`src/hdl/tcw_pkg.sv`:
```
`timescale 1ns / 1ps

package tcw_pkg;

  // item field widths
  localparam int CHAR_W     = 8;
  localparam int FG_W       = 4;
  localparam int RROW_W     = 5;
  localparam int RCOL_W     = 7;
  localparam int CELL_W     = 16;
  localparam int CROW_W     = 5;
  localparam int CCOL_W     = 7;
  localparam int HWP_W      = 11;
  localparam int S_TDATA_W  = 24;
  localparam int M_TDATA_W  = 40;

  localparam logic [CHAR_W-1:0] NEWLINE_CODE = 8'd10;

  typedef enum logic {
    OP_PUT  = 1'b0,
    OP_READ = 1'b1
  } tcw_op_t;

  // controller -> datapath
  typedef struct packed {
    logic accept;       // capture the incoming item
    logic offset;       // register row*WIDTH+col
    logic addr;         // register rotated store address
    logic access;       // store read/write, cursor update
    logic scroll_load;  // arm the row clear at the recycled row
    logic scroll;       // clear one cell of the recycled row
    logic clear;        // clear one cell after reset
    logic finish;       // load the result register
  } tcw_cmd_t;

  // datapath -> controller
  typedef struct packed {
    logic op_read;
    logic scroll_due;
    logic clear_done;
    logic row_done;
    logic out_free;
  } tcw_status_t;

endpackage

```
`src/hdl/tcw_ctrl.sv`:
```
`timescale 1ns / 1ps

module tcw_ctrl
  import tcw_pkg::*;
(
  input  logic        clk,
  input  logic        rst,
  input  logic        s_tvalid,
  output logic        s_tready,
  input  tcw_status_t status,
  output tcw_cmd_t    cmd
);

  typedef enum logic [6:0] {
    S_CLEAR  = 7'b0000001,
    S_IDLE   = 7'b0000010,
    S_OFFSET = 7'b0000100,
    S_ADDR   = 7'b0001000,
    S_ACCESS = 7'b0010000,
    S_SCROLL = 7'b0100000,
    S_FINISH = 7'b1000000
  } state_t;

  state_t state;
  state_t state_next;

  assign s_tready = (state == S_IDLE);

  always_comb begin
    state_next = state;
    cmd        = '0;
    unique case (state)
      S_CLEAR: begin
        cmd.clear = 1'b1;
        if (status.clear_done) begin
          state_next = S_IDLE;
        end
      end
      S_IDLE: begin
        if (s_tvalid) begin
          cmd.accept = 1'b1;
          state_next = S_OFFSET;
        end
      end
      S_OFFSET: begin
        cmd.offset = 1'b1;
        state_next = S_ADDR;
      end
      S_ADDR: begin
        cmd.addr   = 1'b1;
        state_next = S_ACCESS;
      end
      S_ACCESS: begin
        cmd.access = 1'b1;
        if (!status.op_read && status.scroll_due) begin
          cmd.scroll_load = 1'b1;
          state_next      = S_SCROLL;
        end else begin
          state_next = S_FINISH;
        end
      end
      S_SCROLL: begin
        cmd.scroll = 1'b1;
        if (status.row_done) begin
          state_next = S_FINISH;
        end
      end
      S_FINISH: begin
        if (status.out_free) begin
          cmd.finish = 1'b1;
          state_next = S_IDLE;
        end
      end
      default: begin
        state_next = S_CLEAR;
      end
    endcase
  end

  always_ff @(posedge clk) begin
    if (rst) begin
      state <= S_CLEAR;
    end else begin
      state <= state_next;
    end
  end

endmodule

```
`config.mk`:
```
export PLATFORM = sky130hd
export DESIGN_NAME = tcw_ctrl
export DESIGN_NICKNAME = d
export VERILOG_FILES = /design/src/hdl/tcw_pkg.sv /design/src/hdl/tcw_ctrl.sv
export SDC_FILE = /design/constraint.sdc
export NUM_CORES = 1
export LEC_CHECK = 0
export ABC_AREA = 1
export ABC_CLOCK_PERIOD_IN_PS = 1600
export BUFFER_PORTS_ARGS = -buffer_cell sky130_fd_sc_hd__buf_2
export CAP_MARGIN = 10
export CORE_AREA = 2 2 39 41
export DETAILED_ROUTE_END_ITERATION = 7
export DIE_AREA = 0 0 41 43
export GPL_ROUTABILITY_DRIVEN = 0
export HOLD_SLACK_MARGIN = 0.15
export SYNTH_ARGS = -nofsm -noshare
export SYNTH_HDL_FRONTEND = slang
export SYNTH_SLANG_ARGS = --single-unit
```
`constraint.sdc`:
```
create_clock -name clk -period 1.6 [get_ports clk]
set_clock_uncertainty 0.2 [all_clocks]
set_input_delay 0.48 -clock clk [delete_from_list [all_inputs] [get_ports clk]]
set_output_delay 0.48 -clock clk [all_outputs]
set_load 0.005 [all_outputs]
```
Yosys cells after proc, flatten, opt, wreduce, memory -nomap -nowiden
Cells that the tools add are included.
W data, S select, Z words.
- mux-type cells: 16
- eq/ne operators: 11
- reduce and logical (&&, ||, !) cells: 3
- operators by type and width (kind ; count):
    $pmux W7 S7 ; 1
    $mux W7 ; 5
    $mux W1 ; 9
    $ne A2 B2 Y1 const B ; 4
    $eq A7 B1 Y1 const B ; 1
    $eq A7 B2 Y1 const B ; 1
    $eq A7 B3 Y1 const B ; 1
    $eq A7 B4 Y1 const B ; 1
    $eq A7 B5 Y1 const B ; 1
    $eq A7 B6 Y1 const B ; 1
    $eq A7 B7 Y1 const B ; 1
    $reduce_and A4 Y1 ; 1
    $mux W2 ; 1
    $logic_and A1 B1 Y1 ; 1
    $logic_not A1 Y1 ; 1
- logic and storage cells: 31
- output and inout port bits: 9
- input port bits: 8
- bits in registers: 7

Logic depth before layout (Yosys ltp)
Gate-level depths: netlist of run 1.
- depth in word-level cells: 4
- mapped depth: 9
- gate-level depth less buffers: 9

Least setup slack after synthesis of run 1
No wires, ideal clock.
- path kind: flip-flop to output port
- start point: reg state[1]
- end point: out cmd[3] in the netlist's numbering
- required time: 0.920 ns
- arrival: 0.855 ns
- stages on the path, launching flop included: 8
- setup slack: 0.065 ns
- cell sequence: dfxtp_1 > inv_2 > nand2_2 > nor2_4 > nand2_2 > inv_1 > nand2_1 > inv_1
- RTL lines (item ; RTL line ; RTL):
    start: declaration ; tcw_ctrl.sv:24 ; state_t state;
    start signal: assignment ; tcw_ctrl.sv:84 ; state <= state_next;
    end: declaration ; tcw_ctrl.sv:11 ; output tcw_cmd_t cmd

==> impl_metrics.csv, run 1 <==
group,metric,value,unit
job,maxCapViolations,0,
route,num_vias,557,
route,first_iter_violations,6,
synth,yosys_warnings,0,
outcome,violations,"negative setup slack",
route,wl_per_cell,9.50,um
power_and_ir_drop,power.density,890,mW/mm^2
min_path,min_path_type,"in2reg",
worst_setup_path,path_common_cell,"nand2_2",
worst_setup_path,path_max_fanout,5,
cts,clkTransAtPathRegs,0.06,ns
sta,rsz0062_at_grt,"yes",
cts,cts_tree,"yes",
synth,ys_seq_elements,7,
power_and_ir_drop,ir_worst_vdd,0.513,mV
worst_setup_path,cp-start-kind,"flip-flop",
sta,fin_crit_sh,116,%
place,numPortBuffers,16,
die,core-area,0.00138,mm^2
cells_and_area,syn2layout_area_growth,59.2,%
global_route,overflow,0,
power_and_ir_drop,leakage,0.000471,uW
place,place_ws,-0.0272,ns
cells_and_area,top_register,"state",
outcome,status,"finished, violations left",
sta,fmax,0.537,GHz
cts,clk_path_buf_depth,2,
worst_setup_path,critPathCaptureType,"output port",
worst_setup_path,crit_type,"reg2out",
sta,drv_slew,0,
place,place_area,634,um^2
cells_and_area,final_cell_area,767,um^2
sta,post-route-min-period,1.86,ns
cells_and_area,antenna_cells,0,
route,drtPass1Iterations,4,
die,die_w,41,um
cells_and_area,drive_above_1_share,61.6,%
synth,ys_seq_area_share,29.1,%
cts,ctsHoldBuffers,0,
cells_and_area,fillerInstances,142,
die,io_pins,17,
synth,synth_cells,75,
sta,finalSetupViolations,9,
cells_and_area,largest_register_ffs,7,
cells_and_area,nNetsFinal,121,
cts,cts_root_buf,"clkbuf_4",
worst_setup_path,cp_slowest_stage_delay,0.35,ns
cts,cts_sinks,7,
synth,synth_cell_types,18,
worst_setup_path,cp.required,0.92,ns
sta,timing.final.ws_setup,-0.262,ns
route,drc,0,
global_route,grt_max_degree,7,
synth,syn_nets,83,
worst_setup_path,path_cells,"inv_2 -> nand2_2 -> nor2_4 -> nand2_2 -> inv_2 -> nand2_2 -> inv_1 -> buf_2",
global_route,antenna_found_initial,0,
global_route,grt_usage,16.7,%
cts,worstSkewPairLatency,0.25,ns
route,wl,1220,um
die,die-area,0.00176,mm^2
route,ant_nets,0,
die,num_rows,14,
cts,numCtsBuffers,3,
synth,syn_area,482,um^2
worst_setup_path,cpLargestDelayFamily,"flip-flops",
cells_and_area,utilization,55.4,%
sta,tightest_slew,0.205,ns
cells_and_area,reg_top3,"state (7)",
die,start_util,34.8,%
worst_setup_path,cp_slowest_cell,"dfxtp_4",
sta,slew_headroom,86.2,%
global_route,grt_pass1_wl,2000,um
place,hpwl,881,um
synth,syn_area_per_cell,6.42,um^2
sta,hold_violations,0,
route,vias_per_cell,4.35,
cells_and_area,seq_area,150,um^2
worst_setup_path,critPathBufInv,4,
cells_and_area,multiInputGateArea,282,um^2
die,die_h,43,um
cts,h-tree-depth,1,
global_route,first_global_vias,528,
worst_setup_path,cp.arrival,1.18,ns
[power breakdown]
part	leakage [uW]	total (uW)	internal (uW)	switching (uW)
sequential	0.0000593	214	198	15.9
combinational	0.000396	305	168	137
clock	0.0000150	163	95.3	67.7
total	0.000471	683	462	221
[timing repair]
| item | 4_1_cts | 5_1_grt |
|---|---|---|
| setup buffers | 7 | 3 |
| setup endpoints to repair | 9 | 10 |
| hold endpoints to repair | 0 | 0 |
| resized for setup | 8 | 7 |
| pin swaps | 6 | 7 |
[worst paths after layout]
check	from	to	slack [ns]	depth (start not counted)
worst max-delay path	state[1]	cmd[3]	-0.26	8
worst min-delay path	rst	state[6]	0.27	2
worst max register to register	state[1]	state[6]	0.08	9
worst min register to register	state[1]	state[1]	0.31	2
[kinds of logic (layout without fill, tap and decap cells)]
family / count (synthesis) / in the layout / synth area share, %
compound gates: 4 / 4 / 5.45
buf+inv: 19 / 56 / 15.6
flops: 7 / 7 / 29.1
simple gates: 45 / 45 / 49.9
[through the flow]
stage | instances | total power (uW) | hold slack (ns) | setup TNS (ns)
after floorplan | 75 | 367 | 0.284 | 0
after global placement | 114 | 425 | 0.313 | -0.0346
after detailed placement | 114 | 428 | 0.321 | -0.0661
after CTS | 125 | 625 | 0.263 | -2.07
after global routing | 128 | 741 | 0.273 | -2.73
final | 128 | 683 | 0.271 | -1.90
[cell usage after synthesis]
library cell,instances,area [um^2]
dfxtp_1,7,140
nand3_1,3,15.0
inv_2,5,18.8
o21bai_2,1,11.3
buf_4,1,7.51
nand4_1,2,12.5
nand3_2,2,20.0
a21oi_1,2,10.0
nand2_2,5,31.3
inv_1,13,48.8
nor2_1,11,41.3
and2_4,1,8.76
nand3b_2,1,11.3
o21ai_1,1,5.00
nand2_1,13,48.8
nor2_4,2,22.5
nor2_2,3,18.8
nor3_1,2,10.0
[cell type report]
class                      instances  area share (%)
inverter                          18            8.81
timing repair buffer              34            28.9
sequential                         7            19.6
multi-input combinational         49            36.7
tap                               16            2.61
clock buffer                       4            3.43
[placed cells by master (no fill, tap or decap), drive strengths merged]
cell / synthesis / final
inv: 18 / 18
o21bai: 1 / 1
a21oi: 2 / 2
clkbuf: 0 / 4
nor2: 16 / 16
buf: 1 / 34
nand4: 2 / 2
nand3: 5 / 5
o21ai: 1 / 1
nand3b: 1 / 1
nor3: 2 / 2
dfxtp: 7 / 7
nand2: 18 / 18
and2: 1 / 1
[metal layers]
| layer | vias up | global-route usage (%) | part of all wire (%) | wire length, um |
|---|---|---|---|---|
| met2 | 17 | 24.7 | 49 | 592 |
| met5 | - | 0 | 0 | 0 |
| li1 | 298 | - | - | - |
| met1 | 238 | 20.4 | 44 | 536 |
| met3 | 4 | 5.24 | 4.8 | 58 |
| met4 | 0 | 9.33 | 2.2 | 27 |
[worst reg2reg max path, stage by stage, from the launching register on]
cell	delay [ns]
dfxtp_4	0.35
inv_2	0.06
nand2_2	0.05
nor2_4	0.15
nand2_2	0.08
buf_4	0.13
buf_4	0.12
o21ai_1	0.13
nand2_1	0.07
a21oi_1	0.11
Note: power is estimated with default switching activity, not from simulation.
==> run 2: changes to the inputs <==
- SKIP_CTS_REPAIR_TIMING: unset -> 1
==> run 2 against run 1 <==
Compared with the run above: the run still ends with negative setup slack left; via count down 1.8%; maximum frequency is 1.2% lower; worst hold slack got worse by 0.0035 ns; clock power hardly changed; critical path depth unchanged; register-to-register slack hardly changed; wire length decreased by 0.16%; critical endpoint unchanged; largest power group unchanged; highest routed layer unchanged.
==> impl_metrics.csv, run 2 (same netlist as run 1, synthesis figures left out) <==
group,metric,value,unit
cts,cts_root_buf,"clkbuf_4",
worst_setup_path,crit_type,"reg2out",
die,start_util,34.8,%
outcome,status,"finished, violations left",
cells_and_area,largest_register_ffs,7,
sta,timing.final.ws_setup,-0.284,ns
cts,numCtsBuffers,3,
sta,slew_headroom,86.1,%
sta,post-route-min-period,1.88,ns
route,drtPass1Iterations,4,
global_route,first_global_vias,462,
sta,hold_violations,0,
route,first_iter_violations,15,
cts,worstSkewPairLatency,0.25,ns
place,hpwl,881,um
die,die-area,0.00176,mm^2
worst_setup_path,critPathBufInv,4,
die,num_rows,14,
job,maxCapViolations,0,
sta,fmax,0.531,GHz
route,wl,1210,um
cells_and_area,final_cell_area,736,um^2
cells_and_area,antenna_cells,0,
power_and_ir_drop,ir_worst_vdd,0.500,mV
cells_and_area,fillerInstances,142,
worst_setup_path,cp.arrival,1.20,ns
sta,tightest_slew,0.206,ns
global_route,grt_pass1_wl,1790,um
cts,cts_tree,"yes",
die,die_h,43,um
place,dp_cells,114,
worst_setup_path,cpLargestDelayFamily,"simple AND/OR/NAND/NOR gates",
power_and_ir_drop,leakage,0.000458,uW
place,place_area,634,um^2
global_route,antenna_found_initial,0,
worst_setup_path,path_max_fanout,5,
worst_setup_path,cp-start-kind,"flip-flop",
sta,fin_crit_sh,118,%
cells_and_area,syn2layout_area_growth,52.7,%
cts,h-tree-depth,1,
die,die_w,41,um
cells_and_area,final_cells,125,
global_route,grt_max_degree,7,
worst_setup_path,critPathCaptureType,"output port",
sta,drv_slew,0,
outcome,violations,"negative setup slack",
cts,cts_sinks,7,
global_route,overflow,0,
place,place_ws,-0.0272,ns
cells_and_area,top_register,"state",
die,io_pins,17,
worst_setup_path,cp_slowest_stage_delay,0.32,ns
die,core-area,0.00138,mm^2
route,drc,0,
cells_and_area,reg_top3,"state (7)",
cells_and_area,drive_above_1_share,57.8,%
sta,rsz0062_at_grt,"yes",
min_path,min_path_type,"in2reg",
cts,clk_path_buf_depth,2,
worst_setup_path,path_common_cell,"inv_2",
cells_and_area,nNetsFinal,118,
sta,finalSetupViolations,9,
worst_setup_path,cp_slowest_cell,"dfxtp_2",
place,numPortBuffers,16,
worst_setup_path,path_cells,"inv_2 -> nand2_4 -> nor2_4 -> nand2_2 -> inv_2 -> nand2_1 -> inv_1 -> buf_2",
power_and_ir_drop,power,625,uW
route,ant_nets,0,
route,wl_per_cell,9.71,um
route,num_vias,547,
cts,clkTransAtPathRegs,0.05,ns
power_and_ir_drop,power.density,849,mW/mm^2
worst_setup_path,cp.required,0.92,ns
global_route,grt_usage,15.2,%
cells_and_area,final_cell_mix,"15 x buf_2, 15 x buf_4, 11 x nor2_1, 11 x inv_1, 11 x nand2_1",
route,vias_per_cell,4.38,
## run 2: cell types whose count changed in the layout (fill, tap and decap cells not counted), sizes merged
cell / previous run / this run
buf: 34 / 31
## run 2: power by group
group / switching, uW / internal, uW / total (uW) / leakage (uW)
clock: 68.5 / 95.4 / 164 / 0.0000150
combinational: 129 / 122 / 251 / 0.000384
sequential: 16.1 / 194 / 210 / 0.0000593
total: 214 / 411 / 625 / 0.000458
## run 2: path summary, 6_finish.rpt
path | start | endpoint | slack, ns | depth (start not counted)
max | state[3] | cmd[3] | -0.28 | 8
max reg2reg | state[3] | state[6] | 0.07 | 9
min reg2reg | state[1] | state[1] | 0.32 | 2
min | rst | state[3] | 0.27 | 2
## run 2: metal layers
layer,vias to the layer above,track usage (%),part of all wire [%]
met4,0,9.33,1.6
li1,293,-,-
met3,4,5.24,6.4
met1,230,20.1,45
met5,-,0,0
met2,20,20.3,47
## run 2: cell type report
type / count / area, um^2 / area share, %
inverters: 18 / 67.6 / 9.18
multi-input cells: 49 / 277 / 37.6
repair buffers: 31 / 199 / 27.0
clock buffers: 4 / 26.3 / 3.57
flip-flops and latches: 7 / 146 / 19.9
well taps: 16 / 20.0 / 2.72
## run 2: stage by stage
| step | TNS [ns] | hold slack (ns) | utilization [%] |
|---|---|---|---|
| after floorplan | 0 | 0.284 | - |
| after CTS | -2.26 | 0.270 | 47.7 |
| final | -2.14 | 0.268 | 53.2 |
| after global routing | -2.90 | 0.269 | 53.2 |
| after detailed placement | -0.0661 | 0.321 | 45.8 |
| after global placement | -0.0346 | 0.313 | 45.8 |
==> run 3: changes to the inputs <==
- ABC_AREA: 1 -> unset
- PLACE_DENSITY: unset -> 0.66
==> run 3 against run 2 <==
Compared with the run above: the run still ends with negative setup slack left; final cell count fell by 1.6%; combinational power rose by 83%; final area increased by 29%; register-to-register slack got worse by 0.07 ns; sequential share of layout area decreased by 3.6 points; utilization grew 15 points; largest cell class unchanged; largest power group unchanged.
==> impl_metrics.csv, run 3 <==
group,metric,value,unit
cells_and_area,final_cell_area,946,um^2
worst_setup_path,critPathCaptureType,"output port",
cts,clkTransAtPathRegs,0.05,ns
power_and_ir_drop,swShare,35.6,%
global_route,overflow,0,
sta,timing.final.ws_setup,-0.497,ns
synth,ys_top_cells_by_area,"dfxtp_1 26%, nor2_1 6.2%, buf_6 4.1%",
die,die_w,41,um
cts,clk_path_buf_depth,2,
die,io_pins,17,
cells_and_area,drive_above_1_share,70.1,%
route,wl,1970,um
global_route,grt_max_degree,11,
power_and_ir_drop,intPower,563,uW
outcome,violations,"negative setup slack",
synth,synth_cells,67,
synth,ys_seq_elements,7,
sta,drv_slew,0,
power_and_ir_drop,power_frac_comb,52.5,%
route,drtPass1Iterations,4,
cells_and_area,fillerInstances,112,
synth,syn_area,547,um^2
global_route,first_global_vias,563,
cts,cts_tree,"yes",
route,wl_per_cell,16.0,um
place,numPortBuffers,16,
die,start_util,39.5,%
route,num_vias,674,
worst_setup_path,crit_type,"reg2out",
synth,synth-edff-count,0,
place,hpwl,1190,um
sta,finalSetupViolations,9,
route,vias_per_cell,5.48,
die,die_h,43,um
worst_setup_path,cp.required,0.92,ns
cts,cts_root_buf,"clkbuf_4",
cells_and_area,syn2layout_area_growth,73.0,%
synth,ys_seq_area_share,25.6,%
sta,fin_crit_sh,131,%
worst_setup_path,cp.arrival,1.42,ns
cts,cts_sinks,7,
route,first_iter_violations,20,
cells_and_area,final_cells,123,
power_and_ir_drop,leakage,0.000445,uW
sta,setup_tns,-3.29,ns
cells_and_area,layout_commonest_cell,"buf_4",
cells_and_area,nNetsFinal,116,
synth,yosysTopAreaCell,"dfxtp_1",
synth,yosys_warnings,0,
worst_setup_path,path_max_fanout,4,
synth,async_flop_share,0,%
cells_and_area,final_cell_mix,"24 x buf_4, 13 x buf_2, 7 x nor2_1",
synth,syn_nets,75,
die,core-area,0.00138,mm^2
global_route,grt_pass1_wl,2420,um
sta,fmax,0.477,GHz
cts,worstSkewPairLatency,0.25,ns
place,place_area,774,um^2
sta,slew_headroom,78.7,%
synth,synthTopCellsByCount,"9 x nor2_1, 7 x dfxtp_1, 4 x nor3_1, 4 x o21ai_0",
global_route,grt_usage,20.5,%
sta,hold_violations,0,
cells_and_area,reg_top3,"state (7)",
global_route,antenna_found_initial,0,
job,maxCapViolations,0,
power_and_ir_drop,power_frac_clock,18.6,%
synth,yosysMostFrequentCell,"nor2_1",
place,dp_cells,114,
cells_and_area,seq_area,154,um^2
cells_and_area,multiInputGateArea,433,um^2
synth,synthFlopType,"dfxtp_1",
cts,numCtsBuffers,3,
route,drc,0,
outcome,status,"finished, violations left",
power_and_ir_drop,p_seq_share,28.9,%
cts,h-tree-depth,1,
cells_and_area,utilization,68.4,%
power_and_ir_drop,ir_worst_vdd,0.603,mV
worst_setup_path,cp-start-kind,"flip-flop",
synth,synth_top_area_share,25.6,%
cells_and_area,antenna_cells,0,
min_path,min_path_type,"in2reg",
power_and_ir_drop,p_switching,311,uW
sta,rsz0062_at_grt,"yes",
sta,post-route-min-period,2.10,ns
synth,synth_cell_types,32,
synth,syn_area_per_cell,8.16,um^2
sta,fin_hold_ws,0.240,ns
sta,tightest_slew,0.317,ns
power_and_ir_drop,power.density,924,mW/mm^2
die,die-area,0.00176,mm^2
cells_and_area,top_register,"state",
cells_and_area,largest_register_ffs,7,
die,num_rows,14,
route,ant_nets,0,
==> run 3: kinds of logic (layout without fill, tap and decap cells) <==
group,after synthesis,count (layout),synth area share [%]
compound gates,12,12,16.0
flops,7,7,25.6
buf+inv,9,49,10.8
xor+xnor,2,2,3.20
simple gates,37,37,44.4
==> run 3: final cells by class <==
type / instances / share of cell area (%)
Clock buffer: 4 / 2.78
Sequential cell: 7 / 16.3
Multi-Input combinational cell: 51 / 45.8
Tap cell: 16 / 2.12
Inverter: 3 / 1.19
Timing Repair Buffer: 42 / 31.9
==> run 3: layer usage <==
metal  wire [um]  share of wire (%)  global-route usage [%]  vias up
li1            -                  -                       -      318
met1         805                 41                    28.7      327
met2        1030                 52                    29.4       23
met3         100                5.1                    7.85        6
met4          37                1.9                    4.00        0
met5           0                  0                       0        -
==> run 3: power by group through the flow <==
| stage | Combinational, uW | Sequential (uW) | Clock, uW |
|---|---|---|---|
| CTS | 360 | 227 | 163 |
| global route | 494 | 252 | 178 |
| finish | 459 | 253 | 162 |
| floorplan | 196 | 201 | 0 |
| global placement | 347 | 231 | 0 |
| detailed placement | 359 | 231 | 0 |
==> run 3: final timing paths <==
kind	cells past startpoint	endpoint	slack, ns	start
setup / recovery	4	cmd[0]	-0.50	state[3]
hold / removal	2	state[1]	0.24	rst
setup reg to reg	6	state[6]	0	state[1]
hold reg to reg	4	state[2]	0.50	state[3]
==> run 3: critical path, cell delays in order (launching register included) <==
cell and delay [ns]:
dfxtp_2 0.33, nor4_4 0.37, buf_4 0.18, and4_4 0.20, buf_6 0.09
==> run 3: through the flow <==
stage	setup slack [ns]	power, uW
2_1_floorplan	-0.128	398
3_3_place_gp	-0.187	578
3_5_place_dp	-0.233	590
4_1_cts	-0.506	751
5_1_grt	-0.603	924
6_report	-0.497	874
